--- config.mk ---
export PLATFORM = sky130hd
export DESIGN_NAME = particle_grid_distance_sum_core
export DESIGN_NICKNAME = d
export VERILOG_FILES = /design/src/rtl/pgds_pkg.sv /design/src/rtl/particle_grid_distance_sum_core.sv /design/src/rtl/pgds_front.sv /design/src/rtl/pgds_isqrt.sv /design/src/rtl/pgds_scan.sv
export VERILOG_INCLUDE_DIRS = /design/src /design/src/rtl
export SDC_FILE = /design/constraint.sdc
export NUM_CORES = 2
export LEC_CHECK = 0
export BUFFER_PORTS_ARGS = -buffer_cell sky130_fd_sc_hd__buf_2
export CORE_ASPECT_RATIO = 1.1
export CORE_MARGIN = 1.5
export CORE_UTILIZATION = 64
export CTS_CLUSTER_DIAMETER = 60
export DETAILED_ROUTE_END_ITERATION = 8
export GPL_TIMING_DRIVEN = 0
export PLACE_DENSITY = 0.91
export SYNTH_ARGS = -nofsm -noshare
export SYNTH_HDL_FRONTEND = slang
export SYNTH_SLANG_ARGS = --single-unit
--- constraint.sdc ---
create_clock -name clk -period 7.8 [get_ports clk]
set_input_delay 0 -clock clk [delete_from_list [all_inputs] [get_ports clk]]
set_output_delay 0 -clock clk [all_outputs]
set_load 0.01 [all_outputs]
--- src/rtl/particle_grid_distance_sum_core_assert.svh ---
// assertion macros used by rtl/pgds_scan.sv
`ifndef PARTICLE_GRID_DISTANCE_SUM_CORE_ASSERT_SVH
`define PARTICLE_GRID_DISTANCE_SUM_CORE_ASSERT_SVH
`ifndef SYNTHESIS
`define PGDS_ASSERT(lbl, cond) \
    lbl: assert property (@(posedge clk) disable iff (!rst_n) (cond)) \
        else $error("pgds assertion failed");
`define PGDS_ASSERT_NEXT(lbl, ante, cons) \
    lbl: assert property (@(posedge clk) disable iff (!rst_n) (ante) |=> (cons)) \
        else $error("pgds assertion failed");
`else
`define PGDS_ASSERT(lbl, cond)
`define PGDS_ASSERT_NEXT(lbl, ante, cons)
`endif
`endif

--- src/rtl/pgds_pkg.sv ---
// types and constants of the particle grid distance sum block
`default_nettype none
package pgds_pkg;
    localparam int MAX_GRID     = 64;
    localparam int GRID_W       = 7;
    localparam int PITCH_W      = 17;
    localparam int RMAX_W       = 34;
    localparam int POS_W        = 16;
    localparam int SUM_W        = 35;
    localparam int COUNT_W      = 19;
    localparam int IDX_W        = 6;
    localparam int CTR_W        = 24;   // 2*idx*pitch + pitch
    localparam int DIFF_W       = 18;   // axis difference kept after far test
    localparam int SQ_W         = 2 * DIFF_W;
    localparam int ROOT_W       = 17;
    localparam int REM_W        = 19;
    localparam int SQRT_STAGES  = ROOT_W;
    localparam int CFG_IDX_W    = 2;
    localparam int CFG_DATA_W   = RMAX_W;

    localparam logic [CFG_IDX_W-1:0] CFG_GRID_CELLS   = 2'd0;
    localparam logic [CFG_IDX_W-1:0] CFG_CELL_PITCH   = 2'd1;
    localparam logic [CFG_IDX_W-1:0] CFG_RMAX_SQUARED = 2'd2;

    localparam logic [GRID_W-1:0]  GRID_RESET  = 7'd64;
    localparam logic [PITCH_W-1:0] PITCH_RESET = 17'd1024;
    localparam logic [RMAX_W-1:0]  RMAX_RESET  = 34'd171798692;

    typedef struct packed {
        logic [POS_W-1:0] pos_x;
        logic [POS_W-1:0] pos_y;
        logic [POS_W-1:0] pos_z;
    } item_t;

    typedef struct packed {
        logic [SUM_W-1:0]   distance_sum;
        logic [COUNT_W-1:0] cells_within;
    } result_t;

    typedef struct packed {
        item_t             pos;
        logic [GRID_W-1:0] n;
        logic              no_cells;
    } job_t;

    typedef struct packed {
        logic valid;
        logic last;
        logic hit;
    } tok_t;

    typedef enum logic [1:0] {
        SCAN_IDLE,
        SCAN_RUN,
        SCAN_DRAIN
    } scan_state_t;
endpackage
`default_nettype wire

--- src/rtl/particle_grid_distance_sum_core.sv ---
// top level of the particle grid distance sum block
// usage:
//   input channel: push / full carries one particle beat (pos_x, pos_y, pos_z,
//   unsigned Q0.16). a two-entry input queue takes beats while a scan runs.
//   result channel: empty / pop; the oldest result (distance_sum, cells_within)
//   sits on result while empty is low and leaves on pop.
//   config: write cfg_data to register cfg_index when cfg_we is high, only
//   while the block is idle; index 0 grid_cells, 1 cell_pitch, 2 rmax_squared.
// timing:
//   the scanner visits one grid cell per cycle, n^3 cells per particle with
//   n the grid size clipped to 64 (262144 cells at the default); each cell
//   then passes three distance stages and the 17-stage square root
//   pipeline before it is added to the particle's result.
//   an empty grid scans a single cell and yields zeros.
//   a new particle starts only after the previous one has fully drained.
//   the result register holds one finished beat; if it is not popped the
//   scanner waits before starting the next particle, and the input queue
//   fills and raises full.
// reset:
//   queues empty, scanner idle; registers at 64 cells, pitch 1/64, rmax^2 0.04
`default_nettype none
module particle_grid_distance_sum_core (
    input  wire logic                               clk,
    input  wire logic                               rst_n,
    input  wire logic                               push,
    output logic                                    full,
    input  wire pgds_pkg::item_t                    item,
    output logic                                    empty,
    input  wire logic                               pop,
    output pgds_pkg::result_t                       result,
    input  wire logic                               cfg_we,
    input  wire logic [pgds_pkg::CFG_IDX_W-1:0]     cfg_index,
    input  wire logic [pgds_pkg::CFG_DATA_W-1:0]    cfg_data
);
    import pgds_pkg::*;

    // configuration registers
    logic [GRID_W-1:0]  grid_cells_reg;
    logic [PITCH_W-1:0] cell_pitch_reg;
    logic [RMAX_W-1:0]  rmax_squared_reg;

    // queue between front and scanner
    logic job_valid;
    logic job_take;
    job_t job;

    always_ff @(posedge clk or negedge rst_n)
    begin
        if (!rst_n)
        begin
            grid_cells_reg   <= GRID_RESET;
            cell_pitch_reg   <= PITCH_RESET;
            rmax_squared_reg <= RMAX_RESET;
        end
        else if (cfg_we)
        begin
            case (cfg_index)
                CFG_GRID_CELLS:   grid_cells_reg   <= cfg_data[GRID_W-1:0];
                CFG_CELL_PITCH:   cell_pitch_reg   <= cfg_data[PITCH_W-1:0];
                CFG_RMAX_SQUARED: rmax_squared_reg <= cfg_data[RMAX_W-1:0];
                default:          ; // unknown index: ignored
            endcase
        end
    end

    // front: accepts beats and saturates the grid size
    pgds_front u_front (
        .clk        (clk),
        .rst_n      (rst_n),
        .push       (push),
        .full       (full),
        .item       (item),
        .grid_cells (grid_cells_reg),
        .job_valid  (job_valid),
        .job        (job),
        .job_take   (job_take)
    );

    // back: walks the grid and owns the result register
    pgds_scan u_scan (
        .clk          (clk),
        .rst_n        (rst_n),
        .job_valid    (job_valid),
        .job          (job),
        .job_take     (job_take),
        .cell_pitch   (cell_pitch_reg),
        .rmax_squared (rmax_squared_reg),
        .empty        (empty),
        .pop          (pop),
        .result       (result)
    );
endmodule
`default_nettype wire

--- src/rtl/pgds_front.sv ---
// input queue: accepts particles and classifies the grid size for the scanner
`default_nettype none
module pgds_front (
    input  wire logic                      clk,
    input  wire logic                      rst_n,
    input  wire logic                      push,
    output logic                           full,
    input  wire pgds_pkg::item_t           item,
    input  wire logic [pgds_pkg::GRID_W-1:0] grid_cells,
    output logic                           job_valid,
    output pgds_pkg::job_t                 job,
    input  wire logic                      job_take
);
    import pgds_pkg::*;

    job_t       ent_reg [2];
    logic       wr_ptr_reg, wr_ptr_next;
    logic       rd_ptr_reg, rd_ptr_next;
    logic [1:0] cnt_reg, cnt_next;
    logic       enq, deq;
    job_t       new_job;

    assign full      = (cnt_reg == 2'd2);
    assign job_valid = (cnt_reg != 2'd0);
    assign job       = ent_reg[rd_ptr_reg];
    assign enq       = push && !full;
    assign deq       = job_take && job_valid;

    // saturate the grid size and flag an empty grid
    always_comb
    begin
        new_job.pos      = item;
        new_job.n        = (grid_cells > GRID_W'(MAX_GRID)) ? GRID_W'(MAX_GRID) : grid_cells;
        new_job.no_cells = (grid_cells == '0);
    end

    always_comb
    begin
        wr_ptr_next = enq ? !wr_ptr_reg : wr_ptr_reg;
        rd_ptr_next = deq ? !rd_ptr_reg : rd_ptr_reg;
        cnt_next    = cnt_reg + {1'b0, enq} - {1'b0, deq};
    end

    always_ff @(posedge clk or negedge rst_n)
    begin
        if (!rst_n)
        begin
            wr_ptr_reg <= 1'b0;
            rd_ptr_reg <= 1'b0;
            cnt_reg    <= 2'd0;
        end
        else
        begin
            wr_ptr_reg <= wr_ptr_next;
            rd_ptr_reg <= rd_ptr_next;
            cnt_reg    <= cnt_next;
        end
    end

    always_ff @(posedge clk)
    begin
        if (enq)
        begin
            ent_reg[wr_ptr_reg] <= new_job;
        end
    end
endmodule
`default_nettype wire

--- src/rtl/pgds_isqrt.sv ---
// pipelined floor square root, one result bit per stage
`default_nettype none
module pgds_isqrt (
    input  wire logic                        clk,
    input  wire logic                        rst_n,
    input  wire pgds_pkg::tok_t              in_tok,
    input  wire logic [pgds_pkg::RMAX_W-1:0] in_val,
    output pgds_pkg::tok_t                   out_tok,
    output logic [pgds_pkg::ROOT_W-1:0]      out_root
);
    import pgds_pkg::*;

    tok_t              tok_reg  [SQRT_STAGES];
    logic [RMAX_W-1:0] val_reg  [SQRT_STAGES];
    logic [REM_W-1:0]  rem_reg  [SQRT_STAGES];
    logic [ROOT_W-1:0] root_reg [SQRT_STAGES];

    for (genvar s = 0; s < SQRT_STAGES; s++)
    begin : g_stage
        tok_t              tok_i;
        logic [RMAX_W-1:0] val_i;
        logic [REM_W-1:0]  rem_i;
        logic [ROOT_W-1:0] root_i;
        logic [REM_W+1:0]  trial_rem;
        logic [REM_W+1:0]  trial_sub;

        if (s == 0)
        begin : g_first
            assign tok_i  = in_tok;
            assign val_i  = in_val;
            assign rem_i  = '0;
            assign root_i = '0;
        end
        else
        begin : g_rest
            assign tok_i  = tok_reg[s-1];
            assign val_i  = val_reg[s-1];
            assign rem_i  = rem_reg[s-1];
            assign root_i = root_reg[s-1];
        end

        assign trial_rem = {rem_i, val_i[RMAX_W-1-2*s -: 2]};
        assign trial_sub = (REM_W+2)'({root_i, 2'b01});

        always_ff @(posedge clk or negedge rst_n)
        begin
            if (!rst_n)
            begin
                tok_reg[s] <= '0;
            end
            else
            begin
                tok_reg[s] <= tok_i;
            end
        end

        always_ff @(posedge clk)
        begin
            val_reg[s] <= val_i;
            if (trial_rem >= trial_sub)
            begin
                rem_reg[s]  <= REM_W'(trial_rem - trial_sub);
                root_reg[s] <= {root_i[ROOT_W-2:0], 1'b1};
            end
            else
            begin
                rem_reg[s]  <= REM_W'(trial_rem);
                root_reg[s] <= {root_i[ROOT_W-2:0], 1'b0};
            end
        end
    end

    assign out_tok  = tok_reg[SQRT_STAGES-1];
    assign out_root = root_reg[SQRT_STAGES-1];
endmodule
`default_nettype wire

--- src/rtl/pgds_scan.sv ---
// back end: grid scan, distance pipeline, accumulation and result register
`default_nettype none
module pgds_scan (
    input  wire logic                          clk,
    input  wire logic                          rst_n,
    input  wire logic                          job_valid,
    input  wire pgds_pkg::job_t                job,
    output logic                               job_take,
    input  wire logic [pgds_pkg::PITCH_W-1:0]  cell_pitch,
    input  wire logic [pgds_pkg::RMAX_W-1:0]   rmax_squared,
    output logic                               empty,
    input  wire logic                          pop,
    output pgds_pkg::result_t                  result
);
    import pgds_pkg::*;
    `include "particle_grid_distance_sum_core_assert.svh"

    scan_state_t       state_reg, state_next;
    job_t              job_reg;
    logic [IDX_W-1:0]  i_reg, j_reg, k_reg;
    logic [CTR_W-1:0]  cx_reg, cy_reg, cz_reg;
    logic [CTR_W-1:0]  pitch_ext, step;
    logic [GRID_W-1:0] nm1;
    logic              end_i, end_j, end_k, last_cell;
    logic              start, issue;

    // stage registers
    tok_t              s1_tok_reg, s2_tok_reg, s3_tok_reg;
    logic [DIFF_W-1:0] dx_reg, dy_reg, dz_reg;
    logic [SQ_W-1:0]   qx_reg, qy_reg, qz_reg;
    logic [RMAX_W-1:0] d_reg;
    logic [CTR_W-1:0]  ax, ay, az, ddx, ddy, ddz;
    logic              far;
    logic [SQ_W+1:0]   sq_sum;
    logic [SQ_W-1:0]   d_full;
    logic              in_range;

    tok_t              rt_tok;
    logic [ROOT_W-1:0] rt_root;
    logic [SUM_W-1:0]  sum_reg, sum_add;
    logic [COUNT_W-1:0] cnt_reg, cnt_add;
    logic              res_valid_reg;
    result_t           res_reg;

    assign pitch_ext = CTR_W'(cell_pitch);
    assign step      = CTR_W'({cell_pitch, 1'b0});
    assign nm1       = job_reg.n - GRID_W'(1);
    assign end_i     = ({1'b0, i_reg} == nm1);
    assign end_j     = ({1'b0, j_reg} == nm1);
    assign end_k     = ({1'b0, k_reg} == nm1);
    assign last_cell = job_reg.no_cells || (end_i && end_j && end_k);

    // state machine: next state
    always_comb
    begin
        state_next = state_reg;
        case (state_reg)
            SCAN_IDLE:
            begin
                if (job_valid && !res_valid_reg)
                begin
                    state_next = SCAN_RUN;
                end
            end
            SCAN_RUN:
            begin
                if (last_cell)
                begin
                    state_next = SCAN_DRAIN;
                end
            end
            SCAN_DRAIN:
            begin
                if (rt_tok.valid && rt_tok.last)
                begin
                    state_next = SCAN_IDLE;
                end
            end
            default:
            begin
                state_next = SCAN_IDLE;
            end
        endcase
    end

    // state machine: outputs
    always_comb
    begin
        start = 1'b0;
        issue = 1'b0;
        case (state_reg)
            SCAN_IDLE:  start = job_valid && !res_valid_reg;
            SCAN_RUN:   issue = 1'b1;
            SCAN_DRAIN: issue = 1'b0;
            default:    issue = 1'b0;
        endcase
    end

    assign job_take = start;

    always_ff @(posedge clk or negedge rst_n)
    begin
        if (!rst_n)
        begin
            state_reg <= SCAN_IDLE;
        end
        else
        begin
            state_reg <= state_next;
        end
    end

    // cell counters, k fastest
    always_ff @(posedge clk)
    begin
        if (start)
        begin
            job_reg <= job;
            i_reg   <= '0;
            j_reg   <= '0;
            k_reg   <= '0;
            cx_reg  <= pitch_ext;
            cy_reg  <= pitch_ext;
            cz_reg  <= pitch_ext;
        end
        else if (issue)
        begin
            if (end_k)
            begin
                k_reg  <= '0;
                cz_reg <= pitch_ext;
                if (end_j)
                begin
                    j_reg  <= '0;
                    cy_reg <= pitch_ext;
                    i_reg  <= i_reg + IDX_W'(1);
                    cx_reg <= cx_reg + step;
                end
                else
                begin
                    j_reg  <= j_reg + IDX_W'(1);
                    cy_reg <= cy_reg + step;
                end
            end
            else
            begin
                k_reg  <= k_reg + IDX_W'(1);
                cz_reg <= cz_reg + step;
            end
        end
    end

    // stage 1: axis differences against doubled positions
    assign ax  = CTR_W'({job_reg.pos.pos_x, 1'b0});
    assign ay  = CTR_W'({job_reg.pos.pos_y, 1'b0});
    assign az  = CTR_W'({job_reg.pos.pos_z, 1'b0});
    assign ddx = (ax > cx_reg) ? (ax - cx_reg) : (cx_reg - ax);
    assign ddy = (ay > cy_reg) ? (ay - cy_reg) : (cy_reg - ay);
    assign ddz = (az > cz_reg) ? (az - cz_reg) : (cz_reg - az);
    // an axis this far apart already exceeds any cutoff
    assign far = (|ddx[CTR_W-1:DIFF_W]) || (|ddy[CTR_W-1:DIFF_W]) ||
                 (|ddz[CTR_W-1:DIFF_W]) || job_reg.no_cells;

    // stage 3 logic: sum, scale to Q4.32 and compare with the Q2.32 cutoff
    assign sq_sum   = (SQ_W+2)'(qx_reg) + (SQ_W+2)'(qy_reg) + (SQ_W+2)'(qz_reg);
    assign d_full   = sq_sum[SQ_W+1:2];
    assign in_range = !s2_tok_reg.hit && (d_full < SQ_W'(rmax_squared));

    always_ff @(posedge clk or negedge rst_n)
    begin
        if (!rst_n)
        begin
            s1_tok_reg <= '0;
            s2_tok_reg <= '0;
            s3_tok_reg <= '0;
        end
        else
        begin
            // hit in stages 1 and 2 carries the far flag
            s1_tok_reg <= '{valid: issue, last: issue && last_cell, hit: far};
            s2_tok_reg <= s1_tok_reg;
            s3_tok_reg <= '{valid: s2_tok_reg.valid, last: s2_tok_reg.last, hit: in_range};
        end
    end

    always_ff @(posedge clk)
    begin
        dx_reg <= ddx[DIFF_W-1:0];
        dy_reg <= ddy[DIFF_W-1:0];
        dz_reg <= ddz[DIFF_W-1:0];
        qx_reg <= dx_reg * dx_reg;
        qy_reg <= dy_reg * dy_reg;
        qz_reg <= dz_reg * dz_reg;
        d_reg  <= in_range ? d_full[RMAX_W-1:0] : '0;
    end

    pgds_isqrt u_isqrt (
        .clk      (clk),
        .rst_n    (rst_n),
        .in_tok   (s3_tok_reg),
        .in_val   (d_reg),
        .out_tok  (rt_tok),
        .out_root (rt_root)
    );

    // accumulate roots and hits
    assign sum_add = sum_reg + (rt_tok.hit ? SUM_W'(rt_root) : '0);
    assign cnt_add = cnt_reg + COUNT_W'(rt_tok.hit);

    always_ff @(posedge clk)
    begin
        if (start)
        begin
            sum_reg <= '0;
            cnt_reg <= '0;
        end
        else if (rt_tok.valid)
        begin
            sum_reg <= sum_add;
            cnt_reg <= cnt_add;
        end
        if (rt_tok.valid && rt_tok.last)
        begin
            res_reg.distance_sum <= sum_add;
            res_reg.cells_within <= cnt_add;
        end
    end

    always_ff @(posedge clk or negedge rst_n)
    begin
        if (!rst_n)
        begin
            res_valid_reg <= 1'b0;
        end
        else if (rt_tok.valid && rt_tok.last)
        begin
            res_valid_reg <= 1'b1;
        end
        else if (pop)
        begin
            res_valid_reg <= 1'b0;
        end
    end

    assign empty  = !res_valid_reg;
    assign result = res_reg;

    `PGDS_ASSERT(a_start_only_when_free, !start || (!res_valid_reg && state_reg == SCAN_IDLE))
    `PGDS_ASSERT(a_issue_only_running, !s1_tok_reg.valid || state_reg != SCAN_IDLE)
    `PGDS_ASSERT(a_last_while_draining, !(rt_tok.valid && rt_tok.last) || state_reg == SCAN_DRAIN)
    `PGDS_ASSERT_NEXT(a_start_runs, start, state_reg == SCAN_RUN)
endmodule
`default_nettype wire
Word level (Yosys, flattened, before mapping):

Memory sizes are Yosys's and may differ from the RTL's. A register that Yosys moved wholly into a read port is not among the register bits.
Cells that the tools add are included.
W data, S select, Z words.

* flip-flop bits (word level): 519
* RAM bits: 1302
* bits of input ports: 89
* word-level logic and storage cells: 347
* memories: 4

Memory list
* u_scan.u_isqrt.val_reg: words 17, width 34, read ports 16, clocked after Yosys merged registers in 0, wr ports 17, line pgds_isqrt.sv:14 `logic [RMAX_W-1:0] val_reg [SQRT_STAGES];`
* u_scan.u_isqrt.rem_reg: words 17, width 19, read ports 16, clocked after Yosys merged registers in 0, wr ports 17, line pgds_isqrt.sv:15 `logic [REM_W-1:0] rem_reg [SQRT_STAGES];`
* u_scan.u_isqrt.root_reg: words 17, width 17, read ports 17, clocked after Yosys merged registers in 0, wr ports 17, line pgds_isqrt.sv:16 `logic [ROOT_W-1:0] root_reg [SQRT_STAGES];`
* u_front.ent_reg: words 2, width 56, read ports 1, clocked after Yosys merged registers in 1, wr ports 1, line pgds_front.sv:16 `job_t ent_reg [2];`

* equality and inequality tests: 11
* order comparisons: 22
* add/sub/neg operators: 36
* multipliers: 3
* multiplexer cells: 113
* bitwise logic cells: 34
* reductions and logical operators: 36

Operators by type and width (count)
* $mux W17: 27
* $ge A21 B19 Y1: 16
* $mux W19: 17
* $sub A19 B19 Y19: 16
* $mux W24: 5
* $mul A18 B18 Y36: 3
* $add A24 B18 Y24: 3
* $gt A17 B24 Y1: 3
* $sub A17 B24 Y24: 3
* $sub A24 B17 Y24: 3
* $mux W1: 57
* $add A38 B36 Y38: 1
* $add A36 B36 Y37: 1
* $lt A36 B34 Y1: 1
* $add A35 B35 Y35: 1
* $or A1 B1 Y1: 34
* $eq A6 B7 Y1: 3
* $add A19 B1 Y19: 1
* $add A6 B1 Y6 const B: 3
* $reduce_or A6 Y1: 3
* $mux W6: 2
* $reduce_and A2 Y1: 5
* $reduce_bool A2 Y1: 5
* $reduce_and A3 Y1: 3
* 17 further kinds: 39

Logic depth before layout (Yosys ltp):

* depth after elaboration: 7
* mapped depth: 34
* gate-level depth less buffers: 33

Hierarchy:

Synthesis repeated with hierarchy kept, for this count alone.

* cells, all modules: 8502
* area, all modules: 86264.0 µm²

By module, submodules not included
* pgds_scan: cells each 5629, times used 1, area each 52789.4 µm²
* pgds_isqrt: cells each 2549, times used 1, area each 26940.8 µm²
* pgds_front: cells each 201, times used 1, area each 4306.6 µm²
* particle_grid_distance_sum_core: cells each 123, times used 1, area each 2227.1 µm²

Worst setup path after synthesis:

No wires, ideal clock.

* kind: register to register
* start: register u_scan.dz_reg[15]
* end: register u_scan.qz_reg[35]
* path buffers: 2
* cell stages (with the launch flop): 27
* data required time: 7.728 ns
* setup slack: 0.769 ns
* arrival: 6.959 ns
* path through: dfxtp_1 > clkbuf_1 > clkbuf_1 > nand2_1 > inv_1 > fa_1 > inv_1 > fa_1 > inv_1 > fa_1 > inv_1 > fa_1 > fa_1 > inv_1 > fa_1 > ha_1 > a21o_1 > a21oi_1 > nand2b_1 > a2111oi_0 > o31ai_1 > o41ai_1 > nor2_1 > a2111oi_0 > o21ai_0 > a21oi_1 > xnor2_1

* cells in the longest elaborated chain, start to end: 1

RTL lines
* start, declared: line pgds_scan.sv:29 `logic [DIFF_W-1:0] dx_reg, dy_reg, dz_reg;`
* start signal, assigned: line pgds_scan.sv:190 `dz_reg <= ddz[DIFF_W-1:0];`
* $mul A18 B18 Y36: line pgds_scan.sv:193 `qz_reg <= dz_reg * dz_reg;`
* end signal, assigned: line pgds_scan.sv:193
* end, declared: line pgds_scan.sv:30 `logic [SQ_W-1:0] qx_reg, qy_reg, qz_reg;`

Every way passes these cells.
A chain may end at the register's enable or synchronous reset.

Worst setup path after layout:

* start: register u_scan.dy_reg[7]
* end: register u_scan.qy_reg[34]

* cells in the longest elaborated chain, start to end: 1

RTL lines
* start, declared: line pgds_scan.sv:29
* start signal, assigned: line pgds_scan.sv:189 `dy_reg <= ddy[DIFF_W-1:0];`
* $mul A18 B18 Y36: line pgds_scan.sv:192 `qy_reg <= dy_reg * dy_reg;`
* end signal, assigned: line pgds_scan.sv:192
* end, declared: line pgds_scan.sv:30

Every way passes these cells.

==> reports/qor.yml <==
timing:
  drv_slew: 0
  finalHoldViolations: 0
  fin_crit_ns: 7.64
  fin_skew_ns: 0.0405
  tns_ns: 0
  fmax_ghz: 0.131
  fin_crit_sh: 0.979
  finalSetupViolations: 0
  worst_pin_slew_ns: 1.15
  max_slew_margin: 0.215
layout:
  fin_nets: 10500
  largest_reg_flops: 282
  drive_above_1_share: 0.0725
  fillerInstances: 8562
  area_growth_pct: 11.4
clock_network:
  path_clk_slew_ns: 0.06
  cts_made_buffers: 147
  cts_buffer_depth: 3
  clock_latency_ns: 0.81
  htreeDepth: 4
  root_buffer: "clkbuf_16"
  cts.sinks: 1391
  cts_tree: "built"
min_path:
  hold_class: "input pin to register"
logic_synthesis:
  synth_common_cells: "1266 x inv_1, 993 x dfxtp_1, 774 x ha_1, 666 x fa_1, 605 x nand2_1"
  synth.area.top_cells: "dfxtp_1 23%, fa_1 16%, ha_1 11%"
  yosysUniqueCellTypes: 84
  synthArstFlopShare: 0.0899
  synth_edf_count: 273
  syn_inst: 8474
  syn_area_per_cell_sq_um: 10.1
  ys_ff_latch: 1391
  synth_top_area_frac: 0.232
  synth_area_sq_um: 85600
  synth.most_common_cell: "inv_1"
  synth_fp_nets: 10000
  synth-seq-area-share: 0.365
  yosysWarnings: 0
  synth_ff_type: "dfxtp_1"
  yosysTopAreaCell: "dfxtp_1"
setup_path:
  cp.required_ns: 8.51
  critPathMaxFanout: 10
  path_cells: "clkbuf_1 > nand2_1 > fa_1 > inv_1 > fa_1 > inv_1 > fa_1 > fa_1 > fa_1 > inv_1 > fa_1 > ha_1 > nand3_1 > nor2_1 > a31o_2 > a41o_1 > a211o_1 > o21ai_0 > a311oi_1 > a211o_1 > a21oi_1 > xnor2_1"
  cp.buffers_inverters: 4
  arrival_ns: 8.35
  startpoint_type: "register"
  slowest_stage: "clkbuf_1"
  crit_path_end_kind: "register"
  cpPeakStageDelay_ns: 0.67
  cp_top_family: "adder cells"
  path_class: "register to register"
  path_common_cell: "fa_1"
grt:
  antenna_found_initial: 11
  grt.total_usage: 0.342
  grt_pass1_wl_microns: 363000
  grt_overflow_total: 0
  grt_max_degree: 88
  grt_pass1_vias: 68500
detailed_routing:
  antenna_left: 0
  routed_wl_microns: 232000
  first_iter_violations: 5552
  vias: 64600
  via_per_inst: 5.96
  drc: 0
  wl_per_cell_microns: 21.4
  firstDrtPassIters: 9
die:
  coreArea_sq_um: 133000
  die_area_sq_um: 136000
  rows: 140
  die_w_microns: 352
  ios: 145
  die_y_microns: 387
  initial_core_util: 0.645
run_status:
  outcome: "finished clean"
flow_run:
  cap_violations: 0
place:
  dp_hpwl_microns: 167000
  routabilityCongestion: 0.969
  port_buffers: 144
-- through the flow --
step	instance area (sq um)	instances	worst slack, ns	utilization	hold WS (ns)
floorplan	85600	8474	0.769	-	-0.296
detailed placement	88700	10400	-1.04	0.669	-0.0787
global route	95400	10800	-0.0973	0.719	0.0113
CTS	95200	10800	0.0594	0.718	0.000481
finish	95400	10800	0.161	0.719	0.0132
global placement	88500	10400	-0.879	0.668	0.173
-- routing by layer --
metal | global-route usage | routed length [microns] | vias up
li1 | - | - | 28900
met1 | 0.378 | 81600 | 31300
met2 | 0.576 | 112000 | 3226
met3 | 0.0682 | 17800 | 1143
met4 | 0.261 | 20600 | 10
met5 | 0 | 64 | -
-- path summary, 6_finish.rpt --
path                                                            end                          start  slack (ns)  cells past startpoint
worst max-delay path                              u_scan.qy_reg[34]               u_scan.dy_reg[7]        0.16                     22
worst min-delay path                         u_front.ent_reg[1][34]                       item[26]        0.01                      2
worst max register to register                    u_scan.qy_reg[34]               u_scan.dy_reg[7]        0.16                     22
worst min register to register        u_scan.u_isqrt.val_reg[0][50]  u_scan.u_isqrt.val_reg[0][16]        0.32                      0
max in group asynchronous       u_scan.u_isqrt.g_stage[16].tok_i[2]                          rst_n        6.88                      4
min in group asynchronous                        cell_pitch_reg[12]                          rst_n        0.33                      4
-- cell usage in the layout (no fill, tap or decap), types with 46 or more instances in the layout --
cell type,netlist,layout
dfxtp_1,993,992
a21oi_1,380,378
and2_1,272,271
mux2i_1,46,46
xnor2_1,314,309
edfxtp_1,273,273
dlygate4sd3_1,0,156
o21ai_0,339,334
a21o_1,159,159
nand2b_1,99,99
mux2_2,137,137
nand4_1,67,67
clkbuf_16,0,149
nand3_1,97,97
nor3_1,139,139
dfrtp_1,110,110
o21a_1,79,79
inv_1,1266,1266
ha_1,774,774
nor2b_1,85,85
nor4_1,47,47
nand2_1,605,605
fa_1,666,666
clkbuf_1,190,173
buf_2,3,150
xor2_1,266,265
nor2_1,418,417
o31ai_1,50,50
and3_1,66,65
or3_1,62,62
-- cells by family after synthesis --
logic type                 after synthesis  synth area share
AOI/OAI and AO/OA                     1336            0.0990
xor gates and xnor gates               580            0.0593
adders and majority gates             1440             0.269
buffers and inverters                 1475            0.0649
DFF                                   1391             0.365
muxes                                  183            0.0234
other                                    1         0.0000438
and+or+nand+nor                       2068             0.120
-- repair_timing --
action	4_1_cts	5_1_grt
endpoints found under the setup margin	39	48
endpoints found under the hold margin	327	0
pin swaps	2	2
buffers inserted	2	0
resized for setup	24	71
hold buffers	157	0
-- area by class of cell --
class / count / area (sq um) / area share
timing repair buffer: 308 / 2420 / 0.0254
clock inverter: 87 / 931 / 0.00976
tap: 1775 / 2220 / 0.0233
inverter: 1267 / 4760 / 0.0499
sequential: 1391 / 31200 / 0.327
clock buffer: 184 / 3980 / 0.0417
antenna: 8 / 20.0 / 0.000210
multi-input combinational: 5608 / 49000 / 0.513
buffer: 208 / 858 / 0.00900
Power is left out: the tool's default activity adds up to more than one toggle a clock period on the data nets, which glitch-free logic cannot reach.
